==> src/hw/rtl/rbd_pkg.sv <==
// Shared types, constants and helper functions of the 2x2 box downsampler.
// No dependencies.
`timescale 1ns / 1ps

package rbd_pkg;

	localparam int MAX_WIDTH_LOG2 = 12;
	localparam int CNT_W          = MAX_WIDTH_LOG2;
	localparam int IDX_W          = MAX_WIDTH_LOG2 - 1;
	localparam int LINE_DEPTH     = 1 << IDX_W;
	localparam int CH_W           = 8;
	localparam int CH_SUM_W       = CH_W + 1;
	localparam int PAIR_W         = 3 * CH_SUM_W;
	localparam int CFG_W          = 4;
	localparam int CFG_IDX_W      = 1;

	localparam logic [CFG_IDX_W-1:0] REG_WIDTH_LOG2  = 1'b0;
	localparam logic [CFG_IDX_W-1:0] REG_HEIGHT_LOG2 = 1'b1;

	typedef struct packed {
		logic [CH_W-1:0] pixel_red;
		logic [CH_W-1:0] pixel_green;
		logic [CH_W-1:0] pixel_blue;
	} pixel_t;

	typedef struct packed {
		logic [CH_W-1:0] avg_red;
		logic [CH_W-1:0] avg_green;
		logic [CH_W-1:0] avg_blue;
		logic            image_done;
	} result_t;

	typedef struct packed {
		logic [CFG_W-1:0] width_log2;
		logic [CFG_W-1:0] height_log2;
	} cfg_t;

	// Front stage to merge stage: one pending output pixel.
	typedef struct packed {
		logic              valid;
		logic [PAIR_W-1:0] pair;
		logic              done;
	} front_s1_t;

	// Saturates a log2 size at the largest supported value and returns the
	// matching counter mask.
	function automatic logic [CNT_W-1:0] log2_mask(input logic [CFG_W-1:0] l);
		logic [CFG_W-1:0] c;
		logic [CNT_W:0]   m;
		c = (l > CFG_W'(MAX_WIDTH_LOG2)) ? CFG_W'(MAX_WIDTH_LOG2) : l;
		m = ((CNT_W+1)'(1) << c) - (CNT_W+1)'(1);
		return m[CNT_W-1:0];
	endfunction

	// Packs an input pixel into three 9-bit channel fields, red lowest.
	function automatic logic [PAIR_W-1:0] pack_pixel(input pixel_t p);
		return {1'b0, p.pixel_blue, 1'b0, p.pixel_green, 1'b0, p.pixel_red};
	endfunction

endpackage

==> src/hw/rtl/rbd_merge.sv <==
// Adds the stored and current pair sums, averages and holds the output register.
// Depends on rbd_pkg.
`timescale 1ns / 1ps

module rbd_merge (
	input  logic                       clk,
	input  logic                       arst_n,
	input  rbd_pkg::front_s1_t         s1,
	input  logic [rbd_pkg::PAIR_W-1:0] line_data,
	output logic                       take,
	output logic                       out_valid,
	input  logic                       out_stall,
	output rbd_pkg::result_t           out_data
);

	localparam int SW = rbd_pkg::CH_SUM_W;

	logic             out_valid_q;
	rbd_pkg::result_t out_q;
	logic [SW:0]      sum_r;
	logic [SW:0]      sum_g;
	logic [SW:0]      sum_b;

	assign sum_r = {1'b0, line_data[SW-1:0]}      + {1'b0, s1.pair[SW-1:0]};
	assign sum_g = {1'b0, line_data[2*SW-1:SW]}   + {1'b0, s1.pair[2*SW-1:SW]};
	assign sum_b = {1'b0, line_data[3*SW-1:2*SW]} + {1'b0, s1.pair[3*SW-1:2*SW]};

	assign take = s1.valid && (!out_valid_q || !out_stall);

	always_ff @(posedge clk or negedge arst_n) begin
		if (!arst_n) begin
			out_valid_q <= 1'b0;
		end else if (take) begin
			out_valid_q <= 1'b1;
		end else if (!out_stall) begin
			out_valid_q <= 1'b0;
		end
	end

	// Dropping the two low bits of the four-sample sum truncates the mean.
	always_ff @(posedge clk) begin
		if (take) begin
			out_q.avg_red    <= sum_r[rbd_pkg::CH_W+1:2];
			out_q.avg_green  <= sum_g[rbd_pkg::CH_W+1:2];
			out_q.avg_blue   <= sum_b[rbd_pkg::CH_W+1:2];
			out_q.image_done <= s1.done;
		end
	end

	assign out_valid = out_valid_q;
	assign out_data  = out_q;

endmodule

==> config.mk <==
export PLATFORM = sky130hd
export DESIGN_NAME = rbd_merge
export DESIGN_NICKNAME = d
export VERILOG_FILES = /design/src/hw/rtl/rbd_pkg.sv /design/src/hw/rtl/rbd_merge.sv
export SDC_FILE = /design/constraint.sdc
export NUM_CORES = 1
export LEC_CHECK = 0
export BUFFER_PORTS_ARGS = -buffer_cell sky130_fd_sc_hd__buf_2
export CORE_MARGIN = 2
export CORE_UTILIZATION = 45
export CTS_CLUSTER_DIAMETER = 60
export DETAILED_ROUTE_END_ITERATION = 6
export PLACE_DENSITY_LB_ADDON = 0.25
export SLEW_MARGIN = 10
export SYNTH_ARGS = -nofsm -noshare
export SYNTH_HDL_FRONTEND = slang
export SYNTH_SLANG_ARGS = --single-unit
==> constraint.sdc <==
create_clock -name clk -period 4 [get_ports clk]
set_clock_uncertainty 0.1 [all_clocks]
set_input_delay 0.8 -clock clk [delete_from_list [all_inputs] [get_ports clk]]
set_output_delay 0.8 -clock clk [all_outputs]
set_load 0.05 [all_outputs]
Word level (Yosys, flattened, before mapping)
Cells that the tools add are included.
{"block": "word_totals", "reg_bits": 26, "latch_bits": 0, "ramBits": 0, "rom_bits": 0, "in_bits": 59, "output_inout_bits": 27, "wordCells": 15, "memories": 0}
{"block": "op_classes", "n_addsub": 3, "mul": 0, "div_mod_pow": 0, "magnitude_cmp": 0, "eq_ne": 1, "n_shift": 0, "muxes": 2, "bitwise_logic": 0, "n_reduce_logical": 4}
{"cell": "$add A9 B9 Y10", "count": 3}
{"cell": "$logic_not A1 Y1", "count": 2}
{"cell": "$mux W1", "count": 2}
{"cell": "$ne A2 B2 Y1 const B", "count": 1}
{"cell": "$logic_and A1 B1 Y1", "count": 1}
{"cell": "$logic_or A1 B1 Y1", "count": 1}

Longest topological paths before layout
Gate-level depths: netlist (run 1).
{"block": "depth", "depth_word": 4, "ltp_mapped": 5, "depth_no_buf": 5}

Worst setup path before layout (run 1)
No wires, ideal clock.
{"block": "synth_timing", "kind": "in2out", "startpoint": "in s1[28] (netlist name)", "endpoint": "out take", "arrival_ps": 3729, "t_required_ps": 3100, "path_slack_ps": -629, "cell_stages": 1, "path_buffers": 0, "path_cell_list": "a21boi_0"}
{"block": "synth_between", "elab_chain_cells": 1}
{"element": "from (decl)", "line_no": "rbd_merge.sv:8", "source": "input rbd_pkg::front_s1_t s1,"}
{"element": "$logic_and A1 B1 Y1", "line_no": "rbd_merge.sv:28", "source": "assign take = s1.valid && (!out_valid_q || !out_stall);"}
{"element": "to (decl)", "line_no": "rbd_merge.sv:10", "source": "output logic take,"}
No other way between the ends.

Final worst setup path (run 1)
{"block": "layout_timing", "startpoint": "in out_stall", "endpoint": "out take"}
{"block": "layout_between", "elab_chain_cells": 3}
{"element": "from (decl)", "line_no": "rbd_merge.sv:12", "source": "input logic out_stall,"}
{"element": "$logic_not A1 Y1"}
{"element": "$logic_or A1 B1 Y1", "line_no": "rbd_merge.sv:28"}
{"element": "$logic_and A1 B1 Y1", "line_no": "rbd_merge.sv:28"}
No other way between the ends.

==> qor.csv, run 1 <==
stage,metric,value,unit
status,outcome,finished clean,
logic_synthesis,synth_cell_types,29,
power_and_ir_drop,ir_drop,0.1585,mV
sta,slew_headroom,73.04,%
die,fp-row-count,22,
sta,hold_slack,0.1947,ns
sta,drv_slew,0,
final_layout,seq_area,775.7,sq um
setup_path,r2r_end,out_data[16],
die,core-area,3606,sq um
clocking,tritoncts,done,
logic_synthesis,syn_area,1674,sq um
final_layout,areaGrowthSynthToFinish,32.36,%
global_route,track_usage,14.86,%
setup_path,cp_max_fo,26,
min_path,min_path_type,primary input to async pin,
setup_path,regToRegSetupSlack,2.73,ns
logic_synthesis,synth_fp_nets,218,
final_layout,multi_input_area,890.9,sq um
final_layout,postLayoutCellArea,2216,sq um
route,finalWirelength,3.069,mm
global_route,grt_pass1_vias,1206,
setup_path,start_kind,primary input,
route,dr.first_iter.drc_count,55,
logic_synthesis,synth_seq_cells,26,
logic_synthesis,synth_top_area_share,44.84,%
placed_design,port_buffers,85,
clocking,htreeDepth,1,
logic_synthesis,synth_edf_count,25,
sta,fin_tns_setup,0,ns
die,top_level_ports,86,
final_layout,layout.nets,309,
global_route,grt_pass1_wl,4.919,mm
route,drc,0,
logic_synthesis,synth_common_cells,"edfxtp_1, ha_1, xnor2_1, a21oi_1",
logic_synthesis,ys_warn_count,0,
setup_path,critPathArrivalTime,1.68,ns
final_layout,drive_above_1_share,42.22,%
route,ant_nets,0,
placed_design,placement.cell_area,2171,sq um
clocking,root_buffer,clkbuf_8,
placed_design,place_inst,269,
final_layout,final_cells,273,
placed_design,dp_hpwl,2.548,mm
logic_synthesis,synth-main-ff-cell,edfxtp_1,
route,wl_per_cell,11.24,um
die,die_w,65.00,um
sta,hold_violations,0,
logic_synthesis,synthArstFlopShare,3.846,%
sta,period_share,64.40,%
sta,fmax,388.2,MHz
final_layout,antenna_cells,0,
setup_path,reg2reg_depth,2,
die,start_util,46.43,%
setup_path,crit_path_end_kind,primary output,
clocking,postCtsSetupBuffers,0,
power_and_ir_drop,design_power_total,790.0,uW
power_and_ir_drop,power_density,356.5,nW/um^2
setup_path,rr_startpoint,out_valid,
route,via_per_inst,4.912,
logic_synthesis,yosysMostFrequentCell,edfxtp_1,
setup_path,crit_type,primary input to primary output,
clocking,numCtsBuffers,3,
final_layout,n_fill_cell,312,
global_route,antenna_found_initial,0,
clocking,insertion_delay,0.26,ns
clocking,hold_buffers,0,
logic_synthesis,postSynthAreaPerCell,12.40,sq um
global_route,grt_max_degree,27,
setup_path,crit_required,3.10,ns
clocking,cts_resized,0,
logic_synthesis,synth_top_cell_by_area,edfxtp_1,
sta,setup_violations,0,
power_and_ir_drop,p_leak,0.001070,uW
die,dieArea,4224,sq um
route,drtPass1Iterations,4,
sta,rsz0062_at_grt,no,
logic_synthesis,seq_area_frac_synth,46.34,%
flow_run,cap_violations,0,
sta,fin_crit,2.576,ns
clocking,cts.sinks,26,
route,vias,1341,
logic_synthesis,netlist_instances,135,
die,die_y,65.00,um
clocking,clkTransAtPathRegs,0.08,ns
logic_synthesis,ys_top_cells_by_area,"edfxtp_1, ha_1, xnor2_1, a21o_1, a21oi_1",
clocking,clock_path_buffers,2,
global_route,overflow,0,
placed_design,place.gp.congestion,0.8058,
sta,tightest_slew,0.4019,ns
==> sequential cells by signal, indices dropped and copies added (netlist names) <==
name and flops:
out_data 25, out_valid 1
==> metal layers <==
metal  vias up  global-route usage [%]  share of wire [%]
met3         2                   1.910                6.6
li1        712                       -                  -
met2        53                   28.09                 50
met4         0                   4.787               0.88
met5         -                       0                  0
met1       574                   17.15                 42
==> critical path: stages <==
cell and delay, ns:
buf_2 0.11, a21boi_2 0.12, buf_4 0.31, buf_2 0.33
==> power by group <==
group / internal, uW / switching, uW
Combinational: 106 / 192
Sequential: 340 / 6.27
Clock: 71.0 / 74.9
==> final cells by class <==
type                    instances  share of cell area [%]
inverters                       3                  0.5082
multi-input cells             106                   40.20
flip-flops and latches         26                   35.01
well taps                      48                   2.710
repair buffers                 86                   19.54
clock buffers                   4                   2.033
==> how the worst max path moves through the flow <==
stage	start	end	slack [ns]
final	out_stall	take	1.42
after global routing	s1[28]	take	1.35
after CTS	out_stall	take	1.41
after detailed placement	out_stall	take	1.41
after global placement	out_stall	take	1.42
after floorplan	s1[28]	take	0.37
==> cells in the final DEF, fill, tap and decap left out, types with 2 or more instances in the layout <==
master | netlist | layout
a211o_1 | 2 | 2
a21o_1 | 9 | 9
a21oi_1 | 10 | 10
a221oi_1 | 3 | 3
a22o_1 | 2 | 2
a31oi_1 | 3 | 3
and3_1 | 3 | 3
buf_2 | 0 | 85
clkbuf_8 | 0 | 3
edfxtp_1 | 25 | 25
ha_1 | 24 | 24
inv_1 | 3 | 3
nand2_1 | 5 | 5
nand2b_1 | 2 | 2
nand4_1 | 2 | 2
nor2_1 | 9 | 9
nor3_2 | 2 | 2
o211ai_1 | 2 | 2
o21bai_1 | 2 | 2
xnor2_1 | 12 | 12
xor2_1 | 5 | 5
==> logic make-up after synthesis <==
logic type      count (synthesis)  share of synthesized area (%)
simple gates                   27                          8.595
buf+inv                         3                         0.6726
flops                          26                          46.34
fa+ha+maj                      24                          17.94
xor+xnor                       17                          8.894
compound gates                 38                          17.56
==> stage by stage <==
stage	utilization [%]	worst slack, ns
final	61.45	1.424
after global routing	61.45	1.346
after CTS	61.45	1.408
after detailed placement	60.20	1.406
after global placement	60.20	1.419
after floorplan	-	0.3660
Power figures use the tool's default switching activity.
==> run 2, diff against run 1 <==
clock period = 2.7 ns   (was 4 ns; I/O delays follow)
==> run 2 against run 1 <==
  * Sequential share of layout area fell by 0.16 points
  * Via count rose by 1.7%
  * Core utilization rose by 0.28 points
  * Worst hold slack improved by 0.16 ns
  * Non-clock buffer count rose by 1
  * Wire length rose by 1.4%
  * Flip-flop and latch count did not move
  * Clock-buffer cell count fell by 1
  * Register-to-register slack got worse by 1.3 ns
  * Clock power rose by 46%
  * Largest cell class unchanged
  * Largest power group unchanged
==> qor.csv, run 2 (synthesized netlist as in run 1, its figures left out) <==
stage,metric,value,unit
final_layout,areaGrowthSynthToFinish,32.96,%
sta,slew_headroom,73.30,%
clocking,clkTransAtPathRegs,0.08,ns
final_layout,multi_input_area,890.9,sq um
setup_path,start_kind,primary input,
setup_path,crit_required,2.62,ns
route,finalWirelength,3.113,mm
setup_path,critPathMaxStageDelay,0.35,ns
clocking,postCtsSetupBuffers,0,
die,die_w,65.00,um
global_route,grt_max_degree,26,
die,top_level_ports,86,
power_and_ir_drop,power_density,524.9,nW/um^2
final_layout,antenna_cells,0,
route,wl_per_cell,11.36,um
placed_design,port_buffers,85,
setup_path,slowest_stage,ha_1,
clocking,tritoncts,done,
power_and_ir_drop,p_leak,0.001075,uW
final_layout,n_fill_cell,312,
final_layout,drive_above_1_share,42.04,%
global_route,use_met3,2.257,%
clocking,cts_resized,0,
global_route,overflow,0,
flow_run,cap_violations,0,
setup_path,cp_max_fo,5,
route,via_per_inst,4.978,
die,core-area,3606,sq um
min_path,min_path_type,primary input to register,
die,dieArea,4224,sq um
sta,rsz0062_at_grt,no,
global_route,met1_usage,18.58,%
sta,worst_slack,0.7174,ns
power_and_ir_drop,design_power_total,1168,uW
sta,fin_crit,1.983,ns
final_layout,largest_register_ffs,25,
sta,drv_slew,0,
placed_design,dp_slack,0.4377,ns
global_route,grt_most_used_layer,met2,
global_route,grt_pass1_wl,5.030,mm
setup_path,crit_type,primary input to register,
sta,hold_violations,0,
placed_design,dp_hpwl,2.573,mm
die,start_util,46.43,%
status,outcome,finished clean,
sta,tightest_slew,0.4005,ns
power_and_ir_drop,ir_drop,0.2229,mV
setup_path,crit_path_end_kind,register,
route,dr.first_iter.drc_count,70,
route,ant_nets,0,
clocking,htreeDepth,1,
global_route,track_usage,15.12,%
setup_path,path_cells,buf_2 -> ha_1 -> and3_1 -> a22o_1 -> a211o_1 -> a21o_1,
global_route,grt_pass1_vias,1227,
clocking,cts.sinks,26,
final_layout,seq_area,775.7,sq um
sta,fmax,504.4,MHz
clocking,insertion_delay,0.26,ns
clocking,clock_path_buffers,2,
route,drc,0,
clocking,root_buffer,clkbuf_8,
sta,setup_violations,0,
placed_design,place.gp.congestion,0.7595,
setup_path,critPathArrivalTime,1.91,ns
die,die_y,65.00,um
sta,fin_tns_setup,0,ns
sta,period_share,73.43,%
clocking,hold_buffers,1,
setup_path,regToRegSetupSlack,1.39,ns
global_route,use_met2,26.68,%
die,fp-row-count,22,
clocking,numCtsBuffers,3,
route,drtPass1Iterations,4,
final_layout,final_cell_mix,"buf_2, edfxtp_1, ha_1, xnor2_1, a21oi_1",
global_route,antenna_found_initial,0,
final_layout,layout_commonest_cell,buf_2,
final_layout,layout.nets,310,
route,vias,1364,
## run 2: changes by cell type in the layout (fill, tap and decap cells not counted), sizes merged
cell and delta:
dlygate4sd3 +1, clkinv +1, clkbuf -1
## run 2: final timing paths
kind | start | end | cells after the start
worst max-delay path | s1[15] | out_data[16] | 6
worst min-delay path | s1[0] | out_data[0] | 1
worst max register to register | out_valid | out_data[0] | 2
worst min register to register | out_valid | out_valid | 1
max in group asynchronous | arst_n | out_valid | 2
min in group asynchronous | arst_n | out_valid | 2
## run 2: report_power, final
group | leakage [uW] | switching [uW] | internal (uW) | total (uW)
clock network | 0.0000231 | 112 | 102 | 213
registers | 0.000249 | 8.70 | 503 | 512
logic | 0.000803 | 285 | 158 | 443
## run 2: area by class of cell
type | instances | share of cell area (%)
multi-input cells | 106 | 40.02
flip-flops and latches | 26 | 34.85
repair buffers | 87 | 19.90
well taps | 48 | 2.698
clock buffers | 3 | 1.855
inverters | 3 | 0.5059
clock inverters | 1 | 0.1686
## run 2: per-layer routing
layer | part of all wire (%) | up-vias
met4 | 1.5 | 0
met5 | 0 | -
met2 | 49 | 47
met3 | 6.3 | 4
li1 | - | 708
met1 | 44 | 605
## run 2: critical path, delay by kind of cell
| family | cells | cell delay, ns |
|---|---|---|
| buffers and inverters | 1 | 0.10 |
| and+or+nand+nor | 1 | 0.22 |
| adders and majority gates | 1 | 0.35 |
| AOI/OAI and AO/OA | 3 | 0.70 |
## run 2: through the flow
stage	cell area, sq um	hold slack [ns]	utilization (%)	std cells
2_1_floorplan	1678	0.1444	-	135
3_3_place_gp	2171	0.2178	60.20	269
3_5_place_dp	2171	0.2171	60.20	269
4_1_cts	2226	0.3460	61.73	274
5_1_grt	2226	0.3332	61.73	274
6_report	2226	0.3508	61.73	274
==> run 3, diff against run 2 <==
clock period = 2 ns   (was 2.7 ns; I/O delays follow)
==> run 3 against run 2 <==
  * Final area grew 6.7%
  * Via count rose by 5.4%
  * Non-clock buffer count grew 19
  * Clock power is 34% higher
  * Register-to-register slack worse by 0.66 ns
  * Global-route usage increased by 1.3 points
  * Final cell count up 6.9%
  * Largest cell class unchanged
  * Critical path type unchanged
  * Largest power group unchanged
  * First-iteration DRC count decreased by 50%
  * Sequential power up 35%
  * Setup slack lost 0.51 ns
  * Sequential share of layout area down 2.2 points
==> qor.csv, run 3 (synthesized netlist as in run 1, its figures left out) <==
stage,metric,value,unit
status,outcome,finished clean,
power_and_ir_drop,p_int,1074,uW
final_layout,layout_commonest_cell,buf_2,
die,die_y,65.00,um
power_and_ir_drop,ir_drop,0.3409,mV
clocking,htreeDepth,1,
clocking,numCtsBuffers,3,
route,ant_nets,0,
clocking,clock_path_buffers,2,
power_and_ir_drop,comb_power_share,39.9,%
die,dieArea,4224,sq um
final_layout,layout.nets,329,
final_layout,drive_above_1_share,46.53,%
sta,fin_crit,1.794,ns
global_route,overflow,0,
die,core-area,3606,sq um
sta,setup_violations,0,
flow_run,cap_violations,0,
route,wl_per_cell,11.14,um
sta,tightest_slew,0.3914,ns
die,die_w,65.00,um
global_route,antenna_found_initial,0,
sta,slew_headroom,73.91,%
final_layout,final_cells,293,
route,via_per_inst,4.904,
final_layout,n_fill_cell,305,
min_path,min_from,s1[0],
setup_path,crit_path_end_kind,register,
setup_path,critPathLaunch,s1[7],
clocking,tritoncts,done,
setup_path,cp_max_fo,3,
final_layout,areaGrowthSynthToFinish,41.93,%
sta,fmax,557.6,MHz
placed_design,dp_hpwl,2.834,mm
global_route,grt_pass1_wl,5.540,mm
clocking,cts_resized,0,
die,start_util,46.43,%
placed_design,place.gp.congestion,0.8436,
placed_design,port_buffers,85,
power_and_ir_drop,power.switching,551.0,uW
sta,hold_violations,0,
placed_design,place_inst,288,
clocking,clkTransAtPathRegs,0.08,ns
power_and_ir_drop,pwr-share-seq,42.5,%
route,drc,0,
route,drtPass1Iterations,4,
min_path,min_path_type,primary input to register,
power_and_ir_drop,p_leak,0.001173,uW
power_and_ir_drop,clockPowerShare,17.5,%
route,vias,1437,
final_layout,postLayoutCellArea,2376,sq um
sta,hold_slack,0.2220,ns
setup_path,crit_required,1.92,ns
setup_path,start_kind,primary input,
sta,rsz0062_at_grt,no,
route,finalWirelength,3.264,mm
die,top_level_ports,86,
setup_path,critPathArrivalTime,1.72,ns
final_layout,antenna_cells,0,
sta,drv_slew,0,
setup_path,crit_type,primary input to register,
clocking,postCtsSetupBuffers,0,
sta,fin_tns_setup,0,ns
clocking,root_buffer,clkbuf_8,
final_layout,largest_register_ffs,25,
final_layout,final_cell_mix,"buf_2, edfxtp_1, ha_1, buf_4, xnor2_1",
global_route,grt_pass1_vias,1363,
setup_path,rr_startpoint,out_valid,
clocking,cts.sinks,26,
power_and_ir_drop,power_density,683.7,nW/um^2
die,fp-row-count,22,
power_and_ir_drop,switching_share,33.91,%
global_route,track_usage,16.44,%
route,dr.first_iter.drc_count,35,
placed_design,placement.cell_area,2321,sq um
sta,period_share,89.68,%
global_route,grt_max_degree,17,
clocking,insertion_delay,0.25,ns
[run 3: cell types whose count changed in the layout (fill, tap and decap cells not counted)]
cell | previous run | this run
clkinv_1 | 1 | 0
buf_4 | 1 | 20
a21boi_4 | 0 | 1
a21boi_2 | 1 | 0
clkbuf_1 | 0 | 1
[run 3: cell type report]
type	count	area [sq um]	share of cell area, %
multi-input cells	106	898.4	37.81
flip-flops and latches	26	775.7	32.65
repair buffers	106	585.6	24.64
well taps	48	60.06	2.528
clock buffers	4	45.04	1.896
inverters	3	11.26	0.4739
[run 3: power groups by stage]
stage | sequential, uW | clock [uW] | combinational [uW]
5_1_grt | 697 | 322 | 705
6_report | 691 | 285 | 649
3_3_place_gp | 703 | 0 | 641
4_1_cts | 691 | 300 | 654
2_1_floorplan | 898 | 0 | 255
3_5_place_dp | 704 | 0 | 651
[run 3: metrics by stage]
stage	setup slack [ns]	power (uW)	util [%]
5_1_grt	0.1370	1724	65.89
2_1_floorplan	0.04851	1153	-
3_5_place_dp	-0.06324	1354	64.37
3_3_place_gp	-0.04917	1344	64.37
6_report	0.2065	1625	65.89
4_1_cts	0.2201	1645	65.89
[run 3: worst max-delay path, cell delays in order]
cell and delay (ns):
buf_2 0.10, ha_1 0.31, a21o_1 0.20, a22o_1 0.24
a211o_1 0.29, a21o_1 0.18
[run 3: metal layers]
metal	routed length, um	up-vias	GRT usage, %
li1	-	747	-
met1	1307	639	18.53
met2	1721	51	31.31
met3	235	0	3.299
met4	0	0	3.989
met5	0	-	0
[run 3: worst paths after layout]
kind                       cells after the start      endpoint  slack [ns]
max                                            6  out_data[24]        0.21
min                                            1   out_data[0]        0.22
max reg2reg                                    2   out_data[0]        0.73
min reg2reg                                    1     out_valid        0.46
max in group asynchronous                      2     out_valid        1.36
min in group asynchronous                      2     out_valid        0.35
[run 3: what timing repair did]
| action | in CTS | in global routing |
|---|---|---|
| setup endpoints to repair | 0 | 0 |
| hold buffers | 1 | 0 |
| hold endpoints to repair | 1 | 0 |
