## config.mk

```make
export PLATFORM = sky130hd
export DESIGN_NAME = rbd_front
export DESIGN_NICKNAME = d
export VERILOG_FILES = /design/src/hw/rtl/rbd_pkg.sv /design/src/hw/rtl/rbd_front.sv
export SDC_FILE = /design/constraint.sdc
export NUM_CORES = 1
export LEC_CHECK = 0
export BUFFER_PORTS_ARGS = -buffer_cell sky130_fd_sc_hd__buf_2
export CORE_MARGIN = 2
export CORE_UTILIZATION = 40
export CTS_BUF_LIST = sky130_fd_sc_hd__clkbuf_4
export CTS_CLUSTER_DIAMETER = 120
export DETAILED_ROUTE_END_ITERATION = 16
export PLACE_DENSITY_LB_ADDON = 0.25
export REMOVE_ABC_BUFFERS = 1
export SYNTH_ARGS = -nofsm -noshare
export SYNTH_HDL_FRONTEND = slang
export SYNTH_SLANG_ARGS = --single-unit
export TNS_END_PERCENT = 1
```

## constraint.sdc

```tcl
create_clock -name clk -period 3.45 [get_ports clk]
set_clock_uncertainty 0.15 [all_clocks]
set_input_delay 0.345 -clock clk [delete_from_list [all_inputs] [get_ports clk]]
set_output_delay 0.345 -clock clk [all_outputs]
set_load 0.01 [all_outputs]
```

## src/hw/rtl/rbd_pkg.sv

```systemverilog
// Shared types, constants and helper functions of the 2x2 box downsampler.
// No dependencies.
`timescale 1ns / 1ps

package rbd_pkg;

	localparam int MAX_WIDTH_LOG2 = 12;
	localparam int CNT_W          = MAX_WIDTH_LOG2;
	localparam int IDX_W          = MAX_WIDTH_LOG2 - 1;
	localparam int LINE_DEPTH     = 1 << IDX_W;
	localparam int CH_W           = 8;
	localparam int CH_SUM_W       = CH_W + 1;
	localparam int PAIR_W         = 3 * CH_SUM_W;
	localparam int CFG_W          = 4;
	localparam int CFG_IDX_W      = 1;

	localparam logic [CFG_IDX_W-1:0] REG_WIDTH_LOG2  = 1'b0;
	localparam logic [CFG_IDX_W-1:0] REG_HEIGHT_LOG2 = 1'b1;

	typedef struct packed {
		logic [CH_W-1:0] pixel_red;
		logic [CH_W-1:0] pixel_green;
		logic [CH_W-1:0] pixel_blue;
	} pixel_t;

	typedef struct packed {
		logic [CH_W-1:0] avg_red;
		logic [CH_W-1:0] avg_green;
		logic [CH_W-1:0] avg_blue;
		logic            image_done;
	} result_t;

	typedef struct packed {
		logic [CFG_W-1:0] width_log2;
		logic [CFG_W-1:0] height_log2;
	} cfg_t;

	// Front stage to merge stage: one pending output pixel.
	typedef struct packed {
		logic              valid;
		logic [PAIR_W-1:0] pair;
		logic              done;
	} front_s1_t;

	// Saturates a log2 size at the largest supported value and returns the
	// matching counter mask.
	function automatic logic [CNT_W-1:0] log2_mask(input logic [CFG_W-1:0] l);
		logic [CFG_W-1:0] c;
		logic [CNT_W:0]   m;
		c = (l > CFG_W'(MAX_WIDTH_LOG2)) ? CFG_W'(MAX_WIDTH_LOG2) : l;
		m = ((CNT_W+1)'(1) << c) - (CNT_W+1)'(1);
		return m[CNT_W-1:0];
	endfunction

	// Packs an input pixel into three 9-bit channel fields, red lowest.
	function automatic logic [PAIR_W-1:0] pack_pixel(input pixel_t p);
		return {1'b0, p.pixel_blue, 1'b0, p.pixel_green, 1'b0, p.pixel_red};
	endfunction

endpackage

```

## src/hw/rtl/rbd_front.sv

```systemverilog
// Raster counters, pair-sum register and line-buffer access of the downsampler.
// Depends on rbd_pkg.
`timescale 1ns / 1ps

module rbd_front (
	input  logic                            clk,
	input  logic                            arst_n,
	input  rbd_pkg::cfg_t                   cfg,
	input  logic                            in_valid,
	input  rbd_pkg::pixel_t                 in_data,
	output logic                            in_stall,
	input  logic                            take,
	output rbd_pkg::front_s1_t              s1,
	output logic                            ram_we,
	output logic                            ram_re,
	output logic [rbd_pkg::IDX_W-1:0]       ram_addr,
	output logic [rbd_pkg::PAIR_W-1:0]      ram_wdata
);

	logic [rbd_pkg::CNT_W-1:0]  column_q;
	logic [rbd_pkg::CNT_W-1:0]  row_q;
	logic [rbd_pkg::PAIR_W-1:0] pair_q;

	logic                       valid_s1;
	logic [rbd_pkg::PAIR_W-1:0] pair_s1;
	logic                       done_s1;

	logic [rbd_pkg::CNT_W-1:0]  wmask;
	logic [rbd_pkg::CNT_W-1:0]  hmask;
	logic [rbd_pkg::CNT_W-1:0]  col;
	logic [rbd_pkg::CNT_W-1:0]  row;
	logic [rbd_pkg::PAIR_W-1:0] pair_next;
	logic                       accept;
	logic                       odd_col;
	logic                       odd_row;
	logic                       last_col;

	assign wmask    = rbd_pkg::log2_mask(cfg.width_log2);
	assign hmask    = rbd_pkg::log2_mask(cfg.height_log2);
	assign col      = column_q & wmask;
	assign row      = row_q & hmask;
	assign odd_col  = col[0];
	assign odd_row  = row[0];
	assign last_col = (col == wmask);

	// Only a full result slot that cannot move on holds the input back.
	assign in_stall = valid_s1 && !take;
	assign accept   = in_valid && !in_stall;

	// Channel sums stay below 512 per field, so the packed add never carries
	// across fields in the bits that are used.
	assign pair_next = odd_col ? (pair_q + rbd_pkg::pack_pixel(in_data))
	                           : rbd_pkg::pack_pixel(in_data);

	assign ram_addr  = col[rbd_pkg::CNT_W-1:1];
	assign ram_wdata = pair_next;
	assign ram_we    = accept && odd_col && !odd_row;
	assign ram_re    = accept && odd_col && odd_row;

	always_ff @(posedge clk or negedge arst_n) begin
		if (!arst_n) begin
			column_q <= '0;
			row_q    <= '0;
			pair_q   <= '0;
		end else if (accept) begin
			pair_q <= pair_next;
			if (last_col) begin
				column_q <= '0;
				row_q    <= (row + rbd_pkg::CNT_W'(1)) & hmask;
			end else begin
				column_q <= col + rbd_pkg::CNT_W'(1);
				row_q    <= row;
			end
		end
	end

	always_ff @(posedge clk or negedge arst_n) begin
		if (!arst_n) begin
			valid_s1 <= 1'b0;
		end else if (accept) begin
			valid_s1 <= ram_re;
		end else if (take) begin
			valid_s1 <= 1'b0;
		end
	end

	always_ff @(posedge clk) begin
		if (ram_re) begin
			pair_s1 <= pair_next;
			done_s1 <= last_col && (row == hmask);
		end
	end

	assign s1.valid = valid_s1;
	assign s1.pair  = pair_s1;
	assign s1.done  = done_s1;

endmodule

```

Word-level counts from Yosys, hierarchy flattened
Cells that the tools add are included.
{"block": "word_totals", "reg_bits": 80, "out_inout_bits": 70}
{"block": "classes", "n_addsub": 5, "magnitude_cmp": 2, "n_eq_ne": 2, "n_shift": 2, "muxes": 7, "bitwise_logic": 3, "n_reduce_logical": 10}
{"cell": "$and A12 B12 Y12", "count": 3}
{"cell": "$add A27 B26 Y27", "count": 1}
{"cell": "$mux W27", "count": 1}
{"cell": "$add A12 B1 Y12 const B", "count": 2}
{"cell": "$eq A12 B12 Y1", "count": 2}
{"cell": "$mux W12", "count": 2}
{"cell": "$shl A1 B4 Y12 const A", "count": 2}
{"cell": "$sub A12 B2 Y12 const B", "count": 2}
{"cell": "$gt A4 B4 Y1 const B", "count": 2}
{"cell": "$mux W4", "count": 2}
{"cell": "$logic_and A1 B1 Y1", "count": 6}
{"cell": "$logic_not A1 Y1", "count": 3}
{"cell": "$mux W1", "count": 2}
{"cell": "$reduce_bool A2 Y1", "count": 1}

Depth between registers and ports, before layout
Gate-level depths: netlist of run 1.
{"block": "depth", "ltp_word": 8, "depth_mapped": 14, "depth_no_buf": 13}

Worst setup path after synthesis of run 1
OpenSTA, ideal clock, no wires.
{"block": "synth_timing", "path_type": "reg2out", "from": "register pair_q[4] (netlist bit)", "to": "output ram_wdata[23] (netlist bit)", "t_arrival_ns": 2.608, "t_required_ns": 2.955, "slack_ns": 0.347, "path_stages_with_launch": 10, "path_buffers": 0, "path_cell_list": "dfrtp_1 -> ha_1 -> and2_1 -> a221o_1 -> o21ai_1 -> a31oi_1 -> o21a_1 -> o31ai_1 -> mux2_2 -> o31ai_1"}
{"block": "synth_via", "elab_chain_len": 2}
{"element": "start, declared", "line": "rbd_front.sv:22", "rtl": "logic [rbd_pkg::PAIR_W-1:0] pair_q;"}
{"element": "start signal, assigned", "line": "rbd_front.sv:66", "rtl": "pair_q <= pair_next;"}
{"element": "$add A27 B26 Y27", "line": "rbd_front.sv:52", "rtl": "assign pair_next = odd_col ? (pair_q + rbd_pkg::pack_pixel(in_data))"}
{"element": "$mux W27", "line": "rbd_front.sv:52"}
{"element": "end, declared", "line": "rbd_front.sv:17", "rtl": "output logic [rbd_pkg::PAIR_W-1:0] ram_wdata"}
No other way between the ends.

Worst setup path in the final report of run 1
{"block": "layout_timing", "from": "register pair_q[0] (netlist bit)", "to": "output ram_wdata[24] (netlist bit)"}
The elaborated chain is that of the path after synthesis.

==> results.toml, run 1 <==
[route]
drc_errors = 0
drtIter0Drc = 291
dr.pass1.iters = 7
route.met2.wl_um = 7090
routedWlPerCell_um = 15.8
route.layer.met1.wl_um = 6500
wirelength_um = 14600
final_antenna_net_count = 0
highest_layer = "met4"
vias = 5020
dr_wl_met3_um = 760
via_per_inst = 5.45

[setup_path]
slowest_stage = "or4b_4"
critPathLaunch = "pair_q[0]"
r2r_setup_slack_ps = 500
crit_chain = "ha_1 -> inv_1 -> fa_2 -> nand2b_4 -> a21oi_2 -> a21oi_2 -> o21ai_2 -> or4b_4 -> a31oi_2 -> mux2_2 -> nand2_1 -> buf_2"
cpPeakStageDelay_ps = 520
cp-end-kind = "primary output"
cpMostUsedCell = "a21oi_2"
criticalPathCategory = "reg2out"
cp_max_fo = 3
cp.required_ps = 2950
rr_worst_depth = 13
r2r-end = "pair_q[18]"
arrival_ps = 3110
r2r_start = "pair_q[0]"
start_kind = "register"

[power_and_ir_drop]
pwr-share-comb_pct = 48.9
ir_drop_mv = 0.171
p_sw_share_pct = 40.4
p_int_mw = 2.19
power.leakage_nw = 3.04
power.switching_mw = 1.48
clkPwrFrac_pct = 16.1
p_per_area_mw_per_mm2 = 552
seq_power_share_pct = 35.0

[timing]
drv_slew = 0
setup_viol = 8
grt_setup_unrepaired = "true"
hold_violations = 0
slew-limit-headroom_pct = 41.0
fin_crit_ps = 3610
setup_slack_ps = -159
fmax_ghz = 0.277
holdWs_ps = 38.8
post-route-period-util_pct = 105
worstMarginPinSlew_ps = 884

[status]
status = "finished with violations"
violations = "negative setup slack"

[yosys]
post-synth-top-area-fraction_pct = 23.3
synthTopCellsByCount = "92 x nand2_1, 55 x o21ai_0, 52 x dfrtp_1"
yosysWarnings = 0
yosys.area.top_type = "dfrtp_1"
syn-cell-area_mm2 = 0.00559
ys_seq_area_share_pct = 38.3
yosysMostFrequentCell = "nand2_1"
post_synth_num_cell_types = 80
synth_cells = 626
synth_edf_count = 28
syn_avg_cell_area_um2 = 8.93
synthFlopType = "dfrtp_1"
ys_top_cells_by_area = "dfrtp_1 23%, edfxtp_1 15%, ha_1 6.3%"
async_flop_share_pct = 65.0
synth-seq-cells = 80

[floorplanning]
core-area_mm2 = 0.0138
dieWidth_um = 122
num_rows = 43
die_area_mm2 = 0.0149
initial_utilization_pct = 40.6
die_h_um = 122
io_pins = 106

[clock_tree]
cts_buffers = 9
cts_tree = "built"
insertion_delay_ps = 470
cts_root_buf = "clkbuf_4"
cts_sinks = 80
cts_buffer_depth = 2
clk_pin_slew_ps = 140
h-tree-depth = 3

[placement]
portBuffers = 105
gp_congestion = 0.851
dp_hpwl_um = 10500

[finish]
antennaDiodeCount = 0
drive_above_1_share_pct = 26.3
area_delta_synth_final_pct = 18.8
nets = 801
utilization_pct = 48.2

[global_route]
antenna_found_initial = 0
grt_pass1_wl_um = 24000
grt_use_total_pct = 20.2
overflow = 0
grt_pass1_vias = 4805
grt_max_degree = 50

[min_path]
hold_path.class = "in2reg"
hold_end = "pair_q[24]"
whs_path_depth = 3
hold_start = "in_data[6]"

[flow_run]
cap_violations = 0
==> worst max-delay path, delay by kind of cell, from the launching register on <==
family                   cells  cell delay (ps)
AND/OR/NAND/NOR              3              730
multiplexers                 1              360
buffers and inverters        2              200
flip-flops                   1              410
adder cells (fa/ha/maj)      2              410
AO/OA/AOI/OAI                4              520
==> final cells by class <==
type	instances	area (µm²)
Fill cell	1369	7130
Multi-Input combinational cell	491	3300
Sequential cell	80	2140
Timing Repair Buffer	130	743
Tap cell	180	225
Inverter	24	90.1
Clock buffer	11	82.6
Clock inverter	5	57.6
==> worst max path at each step <==
stage / to / slack, ps / cells after the start
2_1_floorplan: done_s1 / -280 / 6
3_3_place_gp: ram_wdata[23] / 80 / 11
3_5_place_dp: ram_wdata[23] / 30 / 11
4_1_cts: ram_wdata[24] / -190 / 12
5_1_grt: ram_wdata[23] / -340 / 10
6_report: ram_wdata[24] / -160 / 12
==> cell families after synthesis <==
logic type                 share of synthesized area [%]
DFF                                                 38.3
AOI/OAI and AO/OA                                   21.1
xor gates and xnor gates                            4.39
buffers and inverters                               5.13
adders and majority gates                           6.62
muxes                                               3.31
and+or+nand+nor                                     21.2
==> flip-flops by register name, indices dropped and copies added, names as in the netlist <==
signal    count
column_q     12
done_s1       1
pair_q       27
pair_s1      27
row_q        12
valid_s1      1
==> stage by stage <==
stage	instance area [µm²]	setup WS [ps]	total power, mW	TNS (ps)	cells
floorplan	5390	-281	2.46	-8090	595
global placement	6320	81.0	2.94	0	901
detailed placement	6320	33.2	2.99	0	901
CTS	6630	-187	3.68	-1050	921
global route	6640	-340	3.97	-2890	921
finish	6640	-159	3.67	-690	921
==> placed cells by master, fill, tap and decap left out, types with 20 or more instances in the layout <==
cell / instances
inv_1: 23
buf_2: 104
edfxtp_1: 28
o21ai_0: 53
nor2_1: 43
a21oi_1: 34
dfrtp_1: 52
nand2_1: 92
ha_1: 24
buf_4: 20
==> routing by layer <==
layer,vias up,track usage (%)
li1,2497,-
met4,0,6.82
met3,14,3.11
met2,124,33.7
met1,2385,26.8
met5,-,0
==> power groups by stage <==
stage	registers (mW)	logic, mW	clock network (mW)
after global placement	1.29	1.66	0
after CTS	1.28	1.79	0.615
final	1.28	1.79	0.592
after floorplan	1.27	1.19	0
after global routing	1.30	2.01	0.654
after detailed placement	1.30	1.69	0
==> repair_timing <==
item | CTS | global route
setup buffers | 1 | 0
pin swaps | 6 | 1
endpoints found under the setup margin | 13 | 14
hold buffers | 3 | 0
hold endpoints to repair | 23 | 0
gates resized for setup | 21 | 3
(Power assumes the default switching activity.)
==> inputs of run 2 (changes only) <==
==> constraint.sdc (replaced) <==
create_clock -name clk -period 3.45 [get_ports clk]
set_clock_uncertainty 0.15 [all_clocks]
set_input_delay 0.1725 -clock clk [delete_from_list [all_inputs] [get_ports clk]]
set_output_delay 0.1725 -clock clk [all_outputs]
set_load 0.01 [all_outputs]
==> run 2 against run 1 <==
The flow still finishes with violations (negative setup slack). Design area rose by 4.0%. Flip-flop and latch count stayed put. Critical endpoint is now ram_wdata[22]. Sequential share of layout area decreased by 1.2 points. Combinational power rose by 7%. Total power is 1.8% higher. Register-to-register slack got worse by 150 ps. Wire length grew 1.2%. Utilization is 1.9 points higher. Critical path depth is the same. Non-clock buffer count up 19. Sequential power barely moved.
==> results.toml, run 2 (same netlist as run 1, synthesis figures left out) <==
[finish]
area_delta_synth_final_pct = 23.6
utilization_pct = 50.2
drive_above_1_share_pct = 26.6
antennaDiodeCount = 0
fin_cells = 939
layout_common_cells = "105 x buf_2, 92 x nand2_1, 52 x dfrtp_1"
reg_top3 = "pair_q: 27 flops, pair_s1: 27 flops"
nets = 820
final_common_cell = "buf_2"
design_area_mm2 = 0.00691

[setup_path]
cp.required_ps = 3130
cpPeakStageDelay_ps = 570
start_kind = "register"
cp-end-kind = "primary output"
arrival_ps = 3200
crit_chain = "ha_2 -> inv_2 -> fa_2 -> nand2b_4 -> a21oi_4 -> a21oi_4 -> o21ai_2 -> or4b_4 -> a31oi_4 -> mux2i_1 -> nand2_1 -> buf_2"
path_delay_family = "simple AND/OR/NAND/NOR gates"
criticalPathCategory = "reg2out"
cp_max_fo = 3
crit_buf_inv = 2
cpMostUsedCell = "a21oi_4"
slowest_stage = "or4b_4"

[clock_tree]
insertion_delay_ps = 460
cts_root_buf = "clkbuf_4"
cts_tree = "built"
cts_buffers = 9
clk_pin_slew_ps = 140
cts_buffer_depth = 2
h-tree-depth = 3
cts_sinks = 80

[timing]
slew-limit-headroom_pct = 40.4
hold_violations = 0
setup_slack_ps = -76.5
fmax_ghz = 0.284
holdWs_ps = 15.4
drv_slew = 0
post-route-period-util_pct = 102
fin_crit_ps = 3530
setup_viol = 1
grt_setup_unrepaired = "true"
fin_setup_tns_ps = -76.5
worstMarginPinSlew_ps = 891

[route]
routedWlPerCell_um = 15.7
via_per_inst = 5.49
dr.pass1.iters = 5
vias = 5154
final_antenna_net_count = 0
drc_errors = 0
drtIter0Drc = 257
wirelength_um = 14700

[global_route]
met2_usage_pct = 32.8
antenna_found_initial = 0
grt_max_degree = 50
grt_use_met3_pct = 2.83
grt_use_total_pct = 19.8
grt_pass1_wl_um = 23400
grt_pass1_vias = 4803
overflow = 0
busiest_layer = "met2"
use_met1_pct = 26.2

[power_and_ir_drop]
power.switching_mw = 1.53
p_sw_share_pct = 40.8
pwr-share-comb_pct = 51.2
p_int_mw = 2.21
totalPowerFinal_mw = 3.74
ir_drop_mv = 0.160
seq_power_share_pct = 34.4
p_per_area_mw_per_mm2 = 541
power.leakage_nw = 3.13
clkPwrFrac_pct = 14.5

[flow_run]
cap_violations = 0

[status]
status = "finished with violations"
violations = "negative setup slack"

[floorplanning]
die_h_um = 122
initial_utilization_pct = 40.6
num_rows = 43
io_pins = 106
core-area_mm2 = 0.0138
dieWidth_um = 122
die_area_mm2 = 0.0149

[min_path]
hold_path.class = "in2reg"

[placement]
gp_congestion = 0.907
place_ws_ps = 241
placed_cells = 890
placed_area_mm2 = 0.00623
dp_hpwl_um = 10300
portBuffers = 105
[run 2: cell count changes in the layout (fill, tap and decap cells not counted), moves of 3 or more]
cell	previous run	this run
o21ai_0	53	49
o21ai_2	2	5
a31oi_4	2	5
dlygate4sd3_1	3	25
a31oi_1	9	6
[run 2: tightest hold or removal path, stage by stage]
cell and delay, ps:
buf_2 90, nand2_1 40, o21ai_0 160
[run 2: timing repair]
action / in CTS / in global routing
gates resized for setup: 25 / 22
hold endpoints to repair: 76 / 0
buffers inserted: 5 / 4
hold buffers: 25 / 0
setup endpoints to repair: 7 / 12
pin swaps: 6 / 10
[run 2: power by group through the flow]
stage                     sequential (mW)  clock, mW  combinational (mW)
final                                1.28      0.540                1.91
after detailed placement             1.30          0                1.66
after CTS                            1.28      0.573                1.81
after floorplan                      1.27          0                1.19
after global routing                 1.30      0.605                2.12
after global placement               1.29          0                1.63
[run 2: layout make-up]
| cell class | count | area (µm²) |
|---|---|---|
| Multi-Input combinational cell | 491 | 3410 |
| Sequential cell | 80 | 2140 |
| Clock inverter | 6 | 51.3 |
| Fill cell | 1349 | 6870 |
| Inverter | 24 | 90.1 |
| Timing Repair Buffer | 149 | 918 |
| Tap cell | 180 | 225 |
| Clock buffer | 9 | 67.6 |
[run 2: layer usage]
layer  up-vias  share of wire (%)
li1       2534                  -
met1      2470                 46
met2       129                 48
met3        21                4.0
met4         0                1.9
met5         -                  0
[run 2: worst paths after layout]
path	slack, ps	cells after the start	to	start
max in group asynchronous	2150	3	pair_q[25]	arst_n
max reg2reg	350	12	pair_s1[22]	pair_q[0]
min in group asynchronous	200	2	pair_q[11]	arst_n
min reg2reg	350	2	pair_q[14]	pair_q[14]
min	20	3	pair_s1[12]	in_data[11]
max	-80	12	ram_wdata[22]	pair_q[0]
==> inputs of run 3 (changes only) <==
TNS_END_PERCENT = not set   (was 1)
==> run 3 against run 2 <==
The run still ends with negative setup slack left. Clock power is essentially flat. Non-clock buffer count grew 2. Design area grew 0.69%. Register-to-register slack is essentially flat. Highest routed layer unchanged.
==> results.toml, run 3 (same netlist as run 1, synthesis figures left out) <==
[timing]
fin_crit_ps = 3520
hold_violations = 0
grt_setup_unrepaired = "true"
setup_viol = 1
post-route-period-util_pct = 102
drv_slew = 0
setup_slack_ps = -66.6
worstMarginPinSlew_ps = 889
slew-limit-headroom_pct = 40.6
fmax_ghz = 0.284

[clock_tree]
insertion_delay_ps = 460
clk_pin_slew_ps = 130
cts_sinks = 80
h-tree-depth = 3
cts_buffers = 9
cts_tree = "built"
cts_buffer_depth = 2
cts_root_buf = "clkbuf_4"

[power_and_ir_drop]
power.switching_mw = 1.55
ir_drop_mv = 0.160
p_per_area_mw_per_mm2 = 544
clkPwrFrac_pct = 14.2
pwr-share-comb_pct = 51.8
totalPowerFinal_mw = 3.78
seq_power_share_pct = 33.9
p_int_mw = 2.24
power.leakage_nw = 3.14
p_sw_share_pct = 40.9

[global_route]
antenna_found_initial = 0
grt_pass1_vias = 4826
grt_pass1_wl_um = 23400
grt_use_total_pct = 19.8
grt_max_degree = 50
overflow = 0

[route]
dr.pass1.iters = 5
via_per_inst = 5.51
drc_errors = 0
drtIter0Drc = 234
wirelength_um = 14800
final_antenna_net_count = 0
vias = 5183
routedWlPerCell_um = 15.8

[setup_path]
criticalPathCategory = "reg2out"
critPathLaunch = "pair_q[0]"
r2r_start = "pair_q[0]"
cp-end-kind = "primary output"
cp_max_fo = 3
start_kind = "register"
cp.required_ps = 3130
arrival_ps = 3190

[floorplanning]
die_area_mm2 = 0.0149
core-area_mm2 = 0.0138
num_rows = 43
die_h_um = 122
io_pins = 106
initial_utilization_pct = 40.6
dieWidth_um = 122

[finish]
layout_common_cells = "104 x buf_2, 91 x nand2_1, 52 x dfrtp_1"
fillers = 1344
design_area_mm2 = 0.00696
drive_above_1_share_pct = 27.2
utilization_pct = 50.5
nets = 822
area_delta_synth_final_pct = 24.4
reg_top3 = "pair_q: 27 flops, pair_s1: 27 flops"
final_common_cell = "buf_2"
antennaDiodeCount = 0

[placement]
dp_hpwl_um = 10300
gp_congestion = 0.907
placed_area_mm2 = 0.00623
portBuffers = 105

[status]
status = "finished with violations"
violations = "negative setup slack"

[flow_run]
cap_violations = 0

[min_path]
hold_path.class = "in2reg"
hold_start = "in_data[11]"
==> run 3: cell types whose count changed in the layout (fill, tap and decap cells not counted), sizes merged <==
cell,delta
buf,+2
==> run 3: power by group through the flow <==
stage                     Clock (mW)  Sequential [mW]  Combinational, mW
after detailed placement           0             1.30               1.66
after global routing           0.605             1.30               2.17
after global placement             0             1.29               1.63
final                          0.539             1.28               1.96
after floorplan                    0             1.27               1.19
after CTS                      0.573             1.28               1.82
==> run 3: per-stage QoR <==
step / instances / worst slack, ps / setup TNS, ps / hold WS, ps
finish: 941 / -66.6 / -66.6 / 15.3
global route: 941 / -195 / -527 / 66.8
CTS: 936 / -4.70 / -4.70 / 23.8
detailed placement: 890 / 241 / 0 / 205
global placement: 890 / 274 / 0 / 199
floorplan: 595 / -109 / -3050 / -273
==> run 3: worst paths after layout <==
path	to	slack, ps	cells past startpoint
max	ram_wdata[22]	-70	12
min	pair_s1[12]	20	3
max reg2reg	pair_s1[22]	350	12
min reg2reg	pair_q[5]	350	2
max in group asynchronous	pair_q[25]	2160	3
min in group asynchronous	pair_q[5]	210	2
==> run 3: area by class of cell <==
type / instances / area, µm² / share of cell area, %
Timing Repair Buffer: 151 / 940 / 13.5
Sequential cell: 80 / 2140 / 30.8
Multi-Input combinational cell: 491 / 3440 / 49.5
Clock buffer: 9 / 67.6 / 0.971
Inverter: 24 / 90.1 / 1.30
Tap cell: 180 / 225 / 3.24
Clock inverter: 6 / 51.3 / 0.738
==> run 3: metal layers <==
layer | up-vias | GRT usage, % | routed length, µm
met5 | - | 0 | 0
met4 | 0 | 7.83 | 325
met3 | 25 | 2.88 | 608
met2 | 137 | 32.7 | 7180
met1 | 2481 | 26.1 | 6720
li1 | 2540 | - | -
==> run 3: worst max-delay path: stages, from the launching register on <==
cell and delay [ps]:
dfrtp_1 410, ha_2 200, inv_2 50, fa_2 190
nand2b_4 140, a21oi_4 70, a21oi_4 190, o21ai_2 100
or4b_4 570, a31oi_4 260, mux2i_1 280, nand2_1 120
buf_2 150
==> run 3: repair_timing <==
item / in CTS / in global routing
resized for setup: 28 / 25
hold endpoints to repair: 76 / 0
pin swaps: 8 / 15
buffers inserted: 6 / 5
endpoints found under the setup margin: 7 / 12
hold buffers: 25 / 0
